--- src/qts_pkg.sv ---
// Package of the quoted token splitter: character codes, scan modes,
// error codes, the result word type and the token limit.
// No dependencies.
`default_nettype none
package qts_pkg;

  localparam int MAX_TOKENS = 64;
  localparam int CNT_W      = $clog2(MAX_TOKENS + 1);
  localparam int IDX_W      = 6;

  localparam logic [CNT_W-1:0] MAX_CNT = CNT_W'(MAX_TOKENS);

  localparam logic [7:0] CH_NUL   = 8'h00;
  localparam logic [7:0] CH_SPACE = 8'h20;
  localparam logic [7:0] CH_LF    = 8'h0A;
  localparam logic [7:0] CH_TAB   = 8'h09;
  localparam logic [7:0] CH_CR    = 8'h0D;
  localparam logic [7:0] CH_BSL   = 8'h5C;
  localparam logic [7:0] CH_QUOTE = 8'h22;
  localparam logic [7:0] CH_N     = 8'h6E;
  localparam logic [7:0] CH_R     = 8'h72;
  localparam logic [7:0] CH_T     = 8'h74;

  typedef enum logic [2:0] {
    MODE_BETWEEN = 3'd0,
    MODE_QUOTED  = 3'd1,
    MODE_ESCAPE  = 3'd2,
    MODE_BARE    = 3'd3,
    MODE_DISCARD = 3'd4
  } scan_mode_t;

  typedef enum logic [1:0] {
    ERR_NONE       = 2'd0,
    ERR_TOO_MANY   = 2'd1,
    ERR_OPEN_QUOTE = 2'd2,
    ERR_BAD_ESCAPE = 2'd3
  } err_code_t;

  typedef struct packed {
    logic [7:0]       out_byte;
    logic             byte_valid;
    logic [IDX_W-1:0] token_index;
    logic             token_done;
    logic             line_done;
    err_code_t        error_code;
  } qts_result_t;

  typedef struct packed {
    scan_mode_t       mode;
    logic [CNT_W-1:0] count;
  } qts_status_t;

  function automatic logic is_space(input logic [7:0] c);
    return (c == CH_SPACE) || (c == CH_LF) || (c == CH_TAB) || (c == CH_CR);
  endfunction

endpackage
`default_nettype wire

--- src/qts_in_stage.sv ---
// Input register of the quoted token splitter: holds one byte word.
// Depends on qts_pkg.
`default_nettype none
module qts_in_stage import qts_pkg::*; (
  input  wire logic       clk,
  input  wire logic       rst_n,
  input  wire logic       in_valid,
  output logic            in_stall,
  input  wire logic [7:0] in_byte,
  output logic            hold_valid,
  output logic [7:0]      hold_byte,
  input  wire logic       take
);

  logic       valid_r;
  logic       valid_nxt;
  logic [7:0] byte_r;

  // stall only while a held word cannot move on
  assign in_stall   = valid_r && !take;
  assign valid_nxt  = in_stall ? 1'b1 : in_valid;
  assign hold_valid = valid_r;
  assign hold_byte  = byte_r;

  always_ff @(posedge clk) begin
    if (!rst_n) begin
      valid_r <= 1'b0;
    end else begin
      valid_r <= valid_nxt;
    end
  end

  always_ff @(posedge clk) begin
    if (!in_stall && in_valid) begin
      byte_r <= in_byte;
    end
  end

endmodule
`default_nettype wire

--- src/qts_scanner.sv ---
// Scanner of the quoted token splitter: scan mode and token count registers,
// next-state logic and the result of one byte. Depends on qts_pkg.
`default_nettype none
module qts_scanner import qts_pkg::*; (
  input  wire logic       clk,
  input  wire logic       rst_n,
  input  wire logic       step,
  input  wire logic [7:0] c,
  output logic            res_valid,
  output qts_result_t     res,
  output qts_status_t     status
);

  scan_mode_t       mode_r, mode_nxt;
  logic [CNT_W-1:0] count_r, count_nxt;
  logic [CNT_W-1:0] count_inc;
  logic             sp;
  logic             esc_ok;
  logic [7:0]       esc_byte;

  assign count_inc = count_r + CNT_W'(1);
  assign sp        = is_space(c);
  assign status    = '{mode: mode_r, count: count_r};

  always_comb begin
    esc_ok   = 1'b1;
    esc_byte = c;
    priority if (c == CH_N) esc_byte = CH_LF;
    else if (c == CH_R) esc_byte = CH_CR;
    else if (c == CH_T) esc_byte = CH_TAB;
    else if (c == CH_BSL || c == CH_QUOTE) esc_byte = c;
    else esc_ok = 1'b0;
  end

  // next state
  always_comb begin
    mode_nxt  = mode_r;
    count_nxt = count_r;
    unique case (mode_r)
      MODE_BETWEEN: begin
        priority if (c == CH_NUL) begin
          count_nxt = '0;
        end else if (sp) begin
          mode_nxt = MODE_BETWEEN;
        end else if (count_r >= MAX_CNT) begin
          mode_nxt = MODE_DISCARD;
        end else if (c == CH_QUOTE) begin
          mode_nxt = MODE_QUOTED;
        end else begin
          mode_nxt = MODE_BARE;
        end
      end
      MODE_QUOTED: begin
        priority if (c == CH_QUOTE) begin
          mode_nxt  = MODE_BETWEEN;
          count_nxt = count_inc;
        end else if (c == CH_BSL) begin
          mode_nxt = MODE_ESCAPE;
        end else if (c == CH_NUL) begin
          mode_nxt  = MODE_BETWEEN;
          count_nxt = '0;
        end else begin
          mode_nxt = MODE_QUOTED;
        end
      end
      MODE_ESCAPE: begin
        priority if (esc_ok) begin
          mode_nxt = MODE_QUOTED;
        end else if (c == CH_NUL) begin
          mode_nxt  = MODE_BETWEEN;
          count_nxt = '0;
        end else begin
          mode_nxt = MODE_DISCARD;
        end
      end
      MODE_BARE: begin
        priority if (c == CH_QUOTE) begin
          count_nxt = count_inc;
          mode_nxt  = (count_inc >= MAX_CNT) ? MODE_DISCARD : MODE_QUOTED;
        end else if (sp) begin
          mode_nxt  = MODE_BETWEEN;
          count_nxt = count_inc;
        end else if (c == CH_NUL) begin
          mode_nxt  = MODE_BETWEEN;
          count_nxt = '0;
        end else begin
          mode_nxt = MODE_BARE;
        end
      end
      default: begin
        if (c == CH_NUL) begin
          mode_nxt  = MODE_BETWEEN;
          count_nxt = '0;
        end
      end
    endcase
  end

  // result of this byte
  always_comb begin
    res_valid       = 1'b0;
    res.out_byte    = '0;
    res.byte_valid  = 1'b0;
    res.token_index = count_r[IDX_W-1:0];
    res.token_done  = 1'b0;
    res.line_done   = 1'b0;
    res.error_code  = ERR_NONE;
    unique case (mode_r)
      MODE_BETWEEN: begin
        priority if (c == CH_NUL) begin
          res_valid     = 1'b1;
          res.line_done = 1'b1;
        end else if (sp) begin
          res_valid = 1'b0;
        end else if (count_r >= MAX_CNT) begin
          res_valid      = 1'b1;
          res.error_code = ERR_TOO_MANY;
        end else if (c == CH_QUOTE) begin
          res_valid = 1'b0;
        end else begin
          res_valid      = 1'b1;
          res.out_byte   = c;
          res.byte_valid = 1'b1;
        end
      end
      MODE_QUOTED: begin
        priority if (c == CH_QUOTE) begin
          res_valid      = 1'b1;
          res.token_done = 1'b1;
        end else if (c == CH_BSL) begin
          res_valid = 1'b0;
        end else if (c == CH_NUL) begin
          res_valid      = 1'b1;
          res.line_done  = 1'b1;
          res.error_code = ERR_OPEN_QUOTE;
        end else begin
          res_valid      = 1'b1;
          res.out_byte   = c;
          res.byte_valid = 1'b1;
        end
      end
      MODE_ESCAPE: begin
        res_valid = 1'b1;
        if (esc_ok) begin
          res.out_byte   = esc_byte;
          res.byte_valid = 1'b1;
        end else begin
          res.line_done  = (c == CH_NUL);
          res.error_code = ERR_BAD_ESCAPE;
        end
      end
      MODE_BARE: begin
        res_valid = 1'b1;
        priority if (c == CH_QUOTE) begin
          res.token_done = 1'b1;
          res.error_code = (count_inc >= MAX_CNT) ? ERR_TOO_MANY : ERR_NONE;
        end else if (sp) begin
          res.token_done = 1'b1;
        end else if (c == CH_NUL) begin
          res.token_done = 1'b1;
          res.line_done  = 1'b1;
        end else begin
          res.out_byte   = c;
          res.byte_valid = 1'b1;
        end
      end
      default: begin
        res_valid = 1'b0;
      end
    endcase
  end

  always_ff @(posedge clk) begin
    if (!rst_n) begin
      mode_r  <= MODE_BETWEEN;
      count_r <= '0;
    end else if (step) begin
      mode_r  <= mode_nxt;
      count_r <= count_nxt;
    end
  end

endmodule
`default_nettype wire

--- src/quoted_token_splitter_unit.sv ---
// Top level of the quoted token splitter: input register, scanner and
// result register. Depends on qts_pkg, qts_in_stage and qts_scanner.
//
// Feed one byte word of a line per accepted cycle on in_valid/in_stall/in_byte;
// a zero byte ends the line. Space, LF, tab and CR split bare tokens; a double
// quote opens a quoted token in which backslash escapes n, r, t, backslash and
// quote are translated. Each byte gives at most one result word on
// out_valid/out_stall: a token character, a token end, a line end or an error
// code. Whitespace and an opening quote between tokens and a backslash in a quoted
// token give no word. The input register takes the byte, then the result register
// loads the scanner's word.
// Throughput: one byte per cycle while out_stall is low, as scan mode and token
// count update in the same cycle as the character compares.
// After an error, drop bytes up to and including the next zero byte.
// Reset (rst_n low, synchronous) empties both registers and returns the scanner
// to between tokens with a token count of zero.
// When the receiver stalls, hold the result word; the input register takes one
// more word, and once both are full in_stall follows out_stall in that cycle.
`default_nettype none
module quoted_token_splitter_unit import qts_pkg::*; (
  input  wire logic             clk,
  input  wire logic             rst_n,
  input  wire logic             in_valid,
  output logic                  in_stall,
  input  wire logic [7:0]       in_byte,
  output logic                  out_valid,
  input  wire logic             out_stall,
  output logic [7:0]            out_byte,
  output logic                  out_byte_valid,
  output logic [IDX_W-1:0]      out_token_index,
  output logic                  out_token_done,
  output logic                  out_line_done,
  output logic [1:0]            out_error_code
);

  logic        hold_valid;
  logic [7:0]  hold_byte;
  logic        out_free;
  logic        step;
  logic        res_valid;
  logic        out_load;
  qts_result_t res;
  qts_status_t status;

  logic        out_valid_r, out_valid_nxt;
  qts_result_t out_r;

  // advance when the result register is empty or is being drained
  assign out_free = !out_valid_r || !out_stall;
  assign step     = hold_valid && out_free;
  assign out_load = step && res_valid;

  qts_in_stage u_in (
    .clk        (clk),
    .rst_n      (rst_n),
    .in_valid   (in_valid),
    .in_stall   (in_stall),
    .in_byte    (in_byte),
    .hold_valid (hold_valid),
    .hold_byte  (hold_byte),
    .take       (out_free)
  );

  qts_scanner u_scan (
    .clk       (clk),
    .rst_n     (rst_n),
    .step      (step),
    .c         (hold_byte),
    .res_valid (res_valid),
    .res       (res),
    .status    (status)
  );

  // hold the word under stall, otherwise load whatever the scanner gives
  assign out_valid_nxt = out_free ? out_load : out_valid_r;

  always_ff @(posedge clk) begin
    if (!rst_n) begin
      out_valid_r <= 1'b0;
    end else begin
      out_valid_r <= out_valid_nxt;
    end
  end

  always_ff @(posedge clk) begin
    if (out_load) begin
      out_r <= res;
    end
  end

  assign out_valid       = out_valid_r;
  assign out_byte        = out_r.out_byte;
  assign out_byte_valid  = out_r.byte_valid;
  assign out_token_index = out_r.token_index;
  assign out_token_done  = out_r.token_done;
  assign out_line_done   = out_r.line_done;
  assign out_error_code  = out_r.error_code;

`ifndef SYNTH
  // backpressure on the input only comes from a stalled result word
  a_stall_source: assert property (@(posedge clk) disable iff (!rst_n)
    in_stall |-> (out_valid && out_stall))
    else $error("input stalled without a stalled result word");

  // the token count never passes the limit
  a_count_bound: assert property (@(posedge clk) disable iff (!rst_n)
    status.count <= MAX_CNT)
    else $error("token count beyond limit");

  // a line end word leaves the scanner on a fresh line
  a_line_reset: assert property (@(posedge clk) disable iff (!rst_n)
    (out_load && res.line_done) |=>
      (status.count == '0 && status.mode == MODE_BETWEEN))
    else $error("line end did not clear scanner state");
`endif

endmodule
`default_nettype wire

--- config.mk ---
export PLATFORM = sky130hd
export DESIGN_NAME = quoted_token_splitter_unit
export DESIGN_NICKNAME = d
export VERILOG_FILES = /design/src/qts_pkg.sv /design/src/qts_in_stage.sv /design/src/qts_scanner.sv /design/src/quoted_token_splitter_unit.sv
export SDC_FILE = /design/constraint.sdc
export NUM_CORES = 1
export LEC_CHECK = 0
export ABC_AREA = 1
export ABC_CLOCK_PERIOD_IN_PS = 3500
export BUFFER_PORTS_ARGS = -buffer_cell sky130_fd_sc_hd__buf_2
export CAP_MARGIN = 40
export CORE_ASPECT_RATIO = 0.7
export CORE_MARGIN = 2
export CORE_UTILIZATION = 30
export DETAILED_ROUTE_END_ITERATION = 8
export SLEW_MARGIN = 20
export SYNTH_ARGS = -nofsm -noshare
export SYNTH_HDL_FRONTEND = slang
export SYNTH_SLANG_ARGS = --single-unit
--- constraint.sdc ---
create_clock -name clk -period 3.5 [get_ports clk]
set_clock_uncertainty 0.15 [all_clocks]
set_input_delay 0.175 -clock clk [delete_from_list [all_inputs] [get_ports clk]]
set_output_delay 0.175 -clock clk [all_outputs]
set_load 0.01 [all_outputs]
==> results of run 1 <==
## registers in the layout (all words and copies together), names as in the netlist
signal,cells
out_token_index,6
u_scan.count_r,7
out_byte,8
u_in.hold_valid,1
out_line_done,1
out_error_code,2
u_in.hold_byte,8
out_token_done,1
u_scan.mode_r,3
out_byte_valid,1
out_valid,1
## per-stage QoR
step / hold slack [ns] / util, % / worst slack [ns]
final: 0.03486 / 37.84 / 1.154
after global routing: 0.02867 / 37.84 / 1.018
after CTS: 0.02907 / 37.84 / 1.162
after detailed placement: 0.2057 / 35.31 / 1.181
after global placement: 0.2045 / 35.31 / 1.231
after floorplan: 0.1239 / - / 1.584
## how the worst min path moves through the flow
stage                              endpoint  slack [ns]  cells after the start
final                     u_scan.count_r[0]        0.03                      3
after global routing      u_scan.count_r[4]        0.03                      3
after CTS                 u_scan.count_r[0]        0.03                      3
after detailed placement  u_in.hold_byte[5]        0.21                      1
after global placement    u_in.hold_byte[3]        0.20                      1
after floorplan           u_in.hold_byte[0]        0.12                      0
## critical path: cells and delay by family, from the launching register on
family	cells	cell delay, ns
compound gates	2	0.17
simple gates	2	0.30
flops	1	0.35
buf+inv	3	0.99
## Yosys cell counts (all sizes together)
library cell	instances	share of area, %
buf	2	0.58
nand2	84	16
nor2	47	9.5
ha	2	1.2
clkinv	2	0.58
edfxtp	27	38
xor2	1	0.41
o22ai	1	0.29
o211ai	1	0.35
nand3	25	6.1
o21a	1	0.35
a21oi	17	4.0
o21ai	13	3.0
dfxtp	12	11
a21o	1	0.35
and2	1	0.29
nor3	2	0.47
a21boi	1	0.35
inv	37	6.5
nand4	4	1.2
## final cells by class
cell class,instances,area share [%]
well taps,94,4.537
inverters,39,5.840
clock buffers,5,2.654
repair buffers,42,9.942
clock inverters,3,0.5791
flip-flops and latches,39,40.54
multi-input cells,201,35.91
## logic make-up (layout without fill, tap and decap cells)
group                      count (synthesis)  after routing  share of synthesized area (%)
DFF                                       39             39                          48.98
buffers and inverters                     41             89                          7.638
xor gates and xnor gates                   1              1                         0.4082
AOI/OAI and AO/OA                         35             35                          8.689
adders and majority gates                  2              2                          1.166
and+or+nand+nor                          163            163                          33.12
## repair_timing
action                    in CTS  in global routing
hold buffers                   9                  0
hold endpoints to repair       9                  0
resized for setup              0                  0
## metal layers
metal / vias to the layer above / wire length (um) / share of wire (%)
li1: 1008 / - / -
met1: 891 / 2988 / 57
met2: 73 / 1852 / 36
met3: 6 / 287 / 5.5
met4: 0 / 70 / 1.3
met5: - / 0 / 0
## power breakdown
group / leakage (nW) / internal, mW / switching [mW]
Combinational: 0.787 / 0.0542 / 0.102
Sequential: 0.355 / 0.527 / 0.0143
Clock: 0.0477 / 0.136 / 0.157
==> flow_summary.ini, run 1 <==
[status]
status = finished, final reports clean

[drt]
drc = 0
avgViaCountPerCell = 4.676
ant_nets = 0
finalWirelength_mm = 5.198
drt_iter0_drc = 162
wl_per_cell_um = 12.29
drt_pass1_iterations = 5
vias = 1978

[synthesis]
yosysSeqAreaShare_pct = 48.98
synth.cell_area_um2 = 2146
yosys_warnings = 0
syn_nets = 295
ys_seq_elements = 39
synth_cell_types = 29
synthCells = 281
synth_area_per_cell_um2 = 7.636

[timing]
period_needed_ns = 2.346
hold_viol = 0
finalCritPeriodShare_pct = 67.02
fin_tns_setup_ns = 0
rsz0062_at_grt = false
setup_viol = 0
worst_slew_pin_slew_ns = 0.7806
fmaxAchievable_mhz = 426.3
slew_violations = 0
max-slew-margin-rel_pct = 47.90

[min_path]
worstHoldStart = rst_n
hold_class = primary input to flop

[die]
rows = 25
die_h_um = 74.76
dieArea_um2 = 7856
ios = 33
die_w_um = 105.1
start_util_pct = 31.32
fp.coreArea_um2 = 6850

[power_and_ir_drop]
irDropWorstVdd_v = 0.0001386
total_power_mw = 0.9911
power_density_nw_per_um2 = 382.3
cellLeakagePower_nw = 1.189

[cts]
cts_root_buffer = clkbuf_8
cts_tree = done
clock_tree.buffer_depth = 2
cts.clk_slew.worst_paths_ns = 0.08
htreeDepth = 2
clk_latency_ns = 0.30
post_cts_buffers = 0
cts_made_buffers = 5
cts.sinks = 39

[setup_path]
cpMostUsedCell = inv_1
cp.arrival_ns = 2.13
r2r_setup_slack_ns = 1.15
reg2reg_depth = 7
crit_path_start = u_scan.mode_r[2]
r2r_end = out_byte[6]
path_class = flop to flop
startpoint_type = flop
crit_path_top_delay_cell = inv_1
required_ns = 3.28
critical_path.cell_chain = inv_1 > nand3_1 > inv_1 > a21oi_1 > o21ai_0 > nand2_1 > inv_1
path_max_fanout = 19
end_kind = flop
slowest_delay_ns = 0.59
crit_end = out_byte[6]
regToRegStartpoint = u_scan.mode_r[2]

[grt]
gr-total-overflow = 0
grt_antenna_before_repair = 0
use_met1_pct = 22.42
top_usage_layer = met1
met2_usage_pct = 18.33
grt_max_degree = 20
grt_first_pass_wirelength_mm = 8.411
track_usage_pct = 14.02
grt_use_met3_pct = 2.597
first_global_vias = 1692

[cells_and_area]
seq_area_um2 = 1051
layout_common_cells = nand2_1 (80), nor2_1 (42), inv_1 (36)
n_antenna_cell = 0
num-fill-cells = 701
layout_commonest_cell = nand2_1
final_cell_count_no_fill = 423
fin_area_um2 = 2592
fin_nets = 342
syn2layout_area_growth_pct = 20.82
drive_above_1_share_pct = 16.11
multi_input_area_um2 = 930.9

[placed_design]
gp_congestion = 0.9657
io_buffers = 32
placed_area_um2 = 2419
dp_cells = 406
hpwl_mm = 3.884

[flow_run]
cap_violations = 0
No activity file was read; power rests on OpenSTA's default activity.
==> inputs of run 2 (changes only) <==
- ABC_CLOCK_PERIOD_IN_PS: 3500 -> 2400
- clock period: 3.5 -> 2.4 ns (I/O delays scaled with it)
==> run 2 against run 1 <==
Core utilization rose by 1.4 points. Final cell count grew 1.7%. Clock power increased by 77%. Fmax rose by 15%. Largest cell class unchanged. Worst setup slack worse by 0.79 ns. Total power increased by 57%. Sequential cell count stayed put. Largest power group unchanged. Sequential power grew 45%.
==> flow_summary.ini, run 2 (synthesis results as in run 1) <==
[power_and_ir_drop]
power_density_nw_per_um2 = 576.8
cellLeakagePower_nw = 1.238
combPwrFrac_pct = 15.7
power_frac_clock_pct = 33.6
irDropWorstVdd_v = 0.0002770
pwr-share-seq_pct = 50.7
switching_share_pct = 25.61
p_int_mw = 1.155
switchingPower_mw = 0.3976

[die]
ios = 33
die_w_um = 105.1
rows = 25
dieArea_um2 = 7856
die_h_um = 74.76
start_util_pct = 31.32
fp.coreArea_um2 = 6850

[timing]
fmaxAchievable_mhz = 490.4
slew_violations = 0
rsz0062_at_grt = false
worst_slew_pin_slew_ns = 0.5064
setup_viol = 0
max-slew-margin-rel_pct = 66.12
period_needed_ns = 2.039
fin_tns_setup_ns = 0
hold_viol = 0
finalCritPeriodShare_pct = 84.96

[setup_path]
slowest_delay_ns = 0.43
crit_end = out_byte[4]
crit_path_start = u_in.hold_byte[4]
path_max_fanout = 5
path_buf_inv = 2
critical_path.cell_chain = inv_1 > nand2_1 > nor2_2 > nand2_1 > nand2_1 > inv_1 > nand2_1 > nand3_1 > a21oi_1 > nor2_1
path_depth = 10
cpMostUsedCell = nand2_1
crit_path_top_delay_cell = edfxtp_1
end_kind = flop
critical_path.top_delay_family = simple AND/OR/NAND/NOR gates
startpoint_type = flop
r2r_end = out_byte[4]
path_class = flop to flop
regToRegStartpoint = u_in.hold_byte[4]
reg2reg_depth = 10
r2r_setup_slack_ns = 0.36
required_ns = 2.30
cp.arrival_ns = 1.94

[drt]
finalWirelength_mm = 4.969
wl_per_cell_um = 11.56
avgViaCountPerCell = 4.535
drt_iter0_drc = 132
vias = 1950
drc = 0
drt_pass1_iterations = 5
ant_nets = 0

[grt]
first_global_vias = 1737
grt_first_pass_wirelength_mm = 8.397
grt_antenna_before_repair = 0
grt_max_degree = 20
track_usage_pct = 13.46
gr-total-overflow = 0

[cells_and_area]
layout_common_cells = nand2_1 (80), nor2_1 (42), inv_1 (36)
layout_commonest_cell = nand2_1
fin_nets = 349
final_util_pct = 39.29
n_antenna_cell = 0
fin_area_um2 = 2691
multi_input_area_um2 = 930.9
syn2layout_area_growth_pct = 25.42
num-fill-cells = 726
drive_above_1_share_pct = 17.26
seq_area_um2 = 1051

[cts]
cts_made_buffers = 5
clock_tree.buffer_depth = 2
post_cts_buffers = 0
clk_latency_ns = 0.29
cts.sinks = 39
htreeDepth = 2
cts_tree = done
cts_root_buffer = clkbuf_8
cts.clk_slew.worst_paths_ns = 0.08

[flow_run]
cap_violations = 0

[placed_design]
gp_congestion = 0.9461
hpwl_mm = 3.822
io_buffers = 32
placed_area_um2 = 2469

[status]
status = finished, final reports clean

[min_path]
hold_class = primary input to flop
-- run 2: cell types whose count changed in the layout (fill, tap and decap cells not counted) --
| cell | before | now |
|---|---|---|
| buf_4 | 1 | 5 |
| clkbuf_16 | 0 | 1 |
| clkinv_2 | 3 | 1 |
| clkbuf_8 | 5 | 6 |
| buf_12 | 0 | 1 |
| dlygate4sd3_1 | 9 | 11 |
-- run 2: how the worst min path moves through the flow --
stage	from	to	slack, ns	depth (start not counted)
5_1_grt	out_stall	out_valid	0.05	3
4_1_cts	out_stall	out_valid	0.01	3
2_1_floorplan	in_byte[0]	u_in.hold_byte[0]	0.07	0
3_3_place_gp	in_byte[7]	u_in.hold_byte[7]	0.15	1
3_5_place_dp	in_byte[6]	u_in.hold_byte[6]	0.15	1
6_report	out_stall	out_valid	0.02	3
-- run 2: worst register-to-register path: cells and delay by family (launching register included) --
kind / cells / cell delay, ns
AO/OA/AOI/OAI: 1 / 0.19
buffers and inverters: 2 / 0.19
flip-flops: 1 / 0.43
AND/OR/NAND/NOR: 7 / 0.83
-- run 2: what timing repair did --
item	4_1_cts	5_1_grt
hold buffers	11	0
resized for setup	0	0
endpoints found under the hold margin	13	0
-- run 2: layout make-up --
type	instances	share of cell area [%]
Clock buffer	7	3.998
Clock inverter	1	0.1860
Inverter	39	5.625
Multi-Input combinational cell	201	34.59
Sequential cell	39	39.05
Tap cell	94	4.370
Timing Repair Buffer	49	12.18
-- run 2: through the flow --
step	hold WS, ns	std cells	worst slack, ns	power, mW
floorplan	0.06887	281	0.4837	0.9404
global placement	0.1502	411	0.3493	1.034
detailed placement	0.1510	411	0.3836	1.031
CTS	0.01023	430	0.3751	1.574
global route	0.05225	430	0.1528	1.626
finish	0.02191	430	0.3610	1.552
-- run 2: power by group through the flow --
stage / sequential, mW / clock [mW] / combinational [mW]
after floorplan: 0.814 / 0 / 0.127
after global placement: 0.803 / 0 / 0.231
after detailed placement: 0.802 / 0 / 0.229
after CTS: 0.787 / 0.544 / 0.243
after global routing: 0.792 / 0.557 / 0.277
final: 0.787 / 0.521 / 0.244
-- run 2: routing by layer --
layer / track usage [%] / part of all wire, % / vias up
met2: 17.75 / 36 / 66
met5: 0 / 0 / -
li1: - / - / 1019
met1: 21.00 / 56 / 853
met3: 3.030 / 6.2 / 12
met4: 5.037 / 1.9 / 0
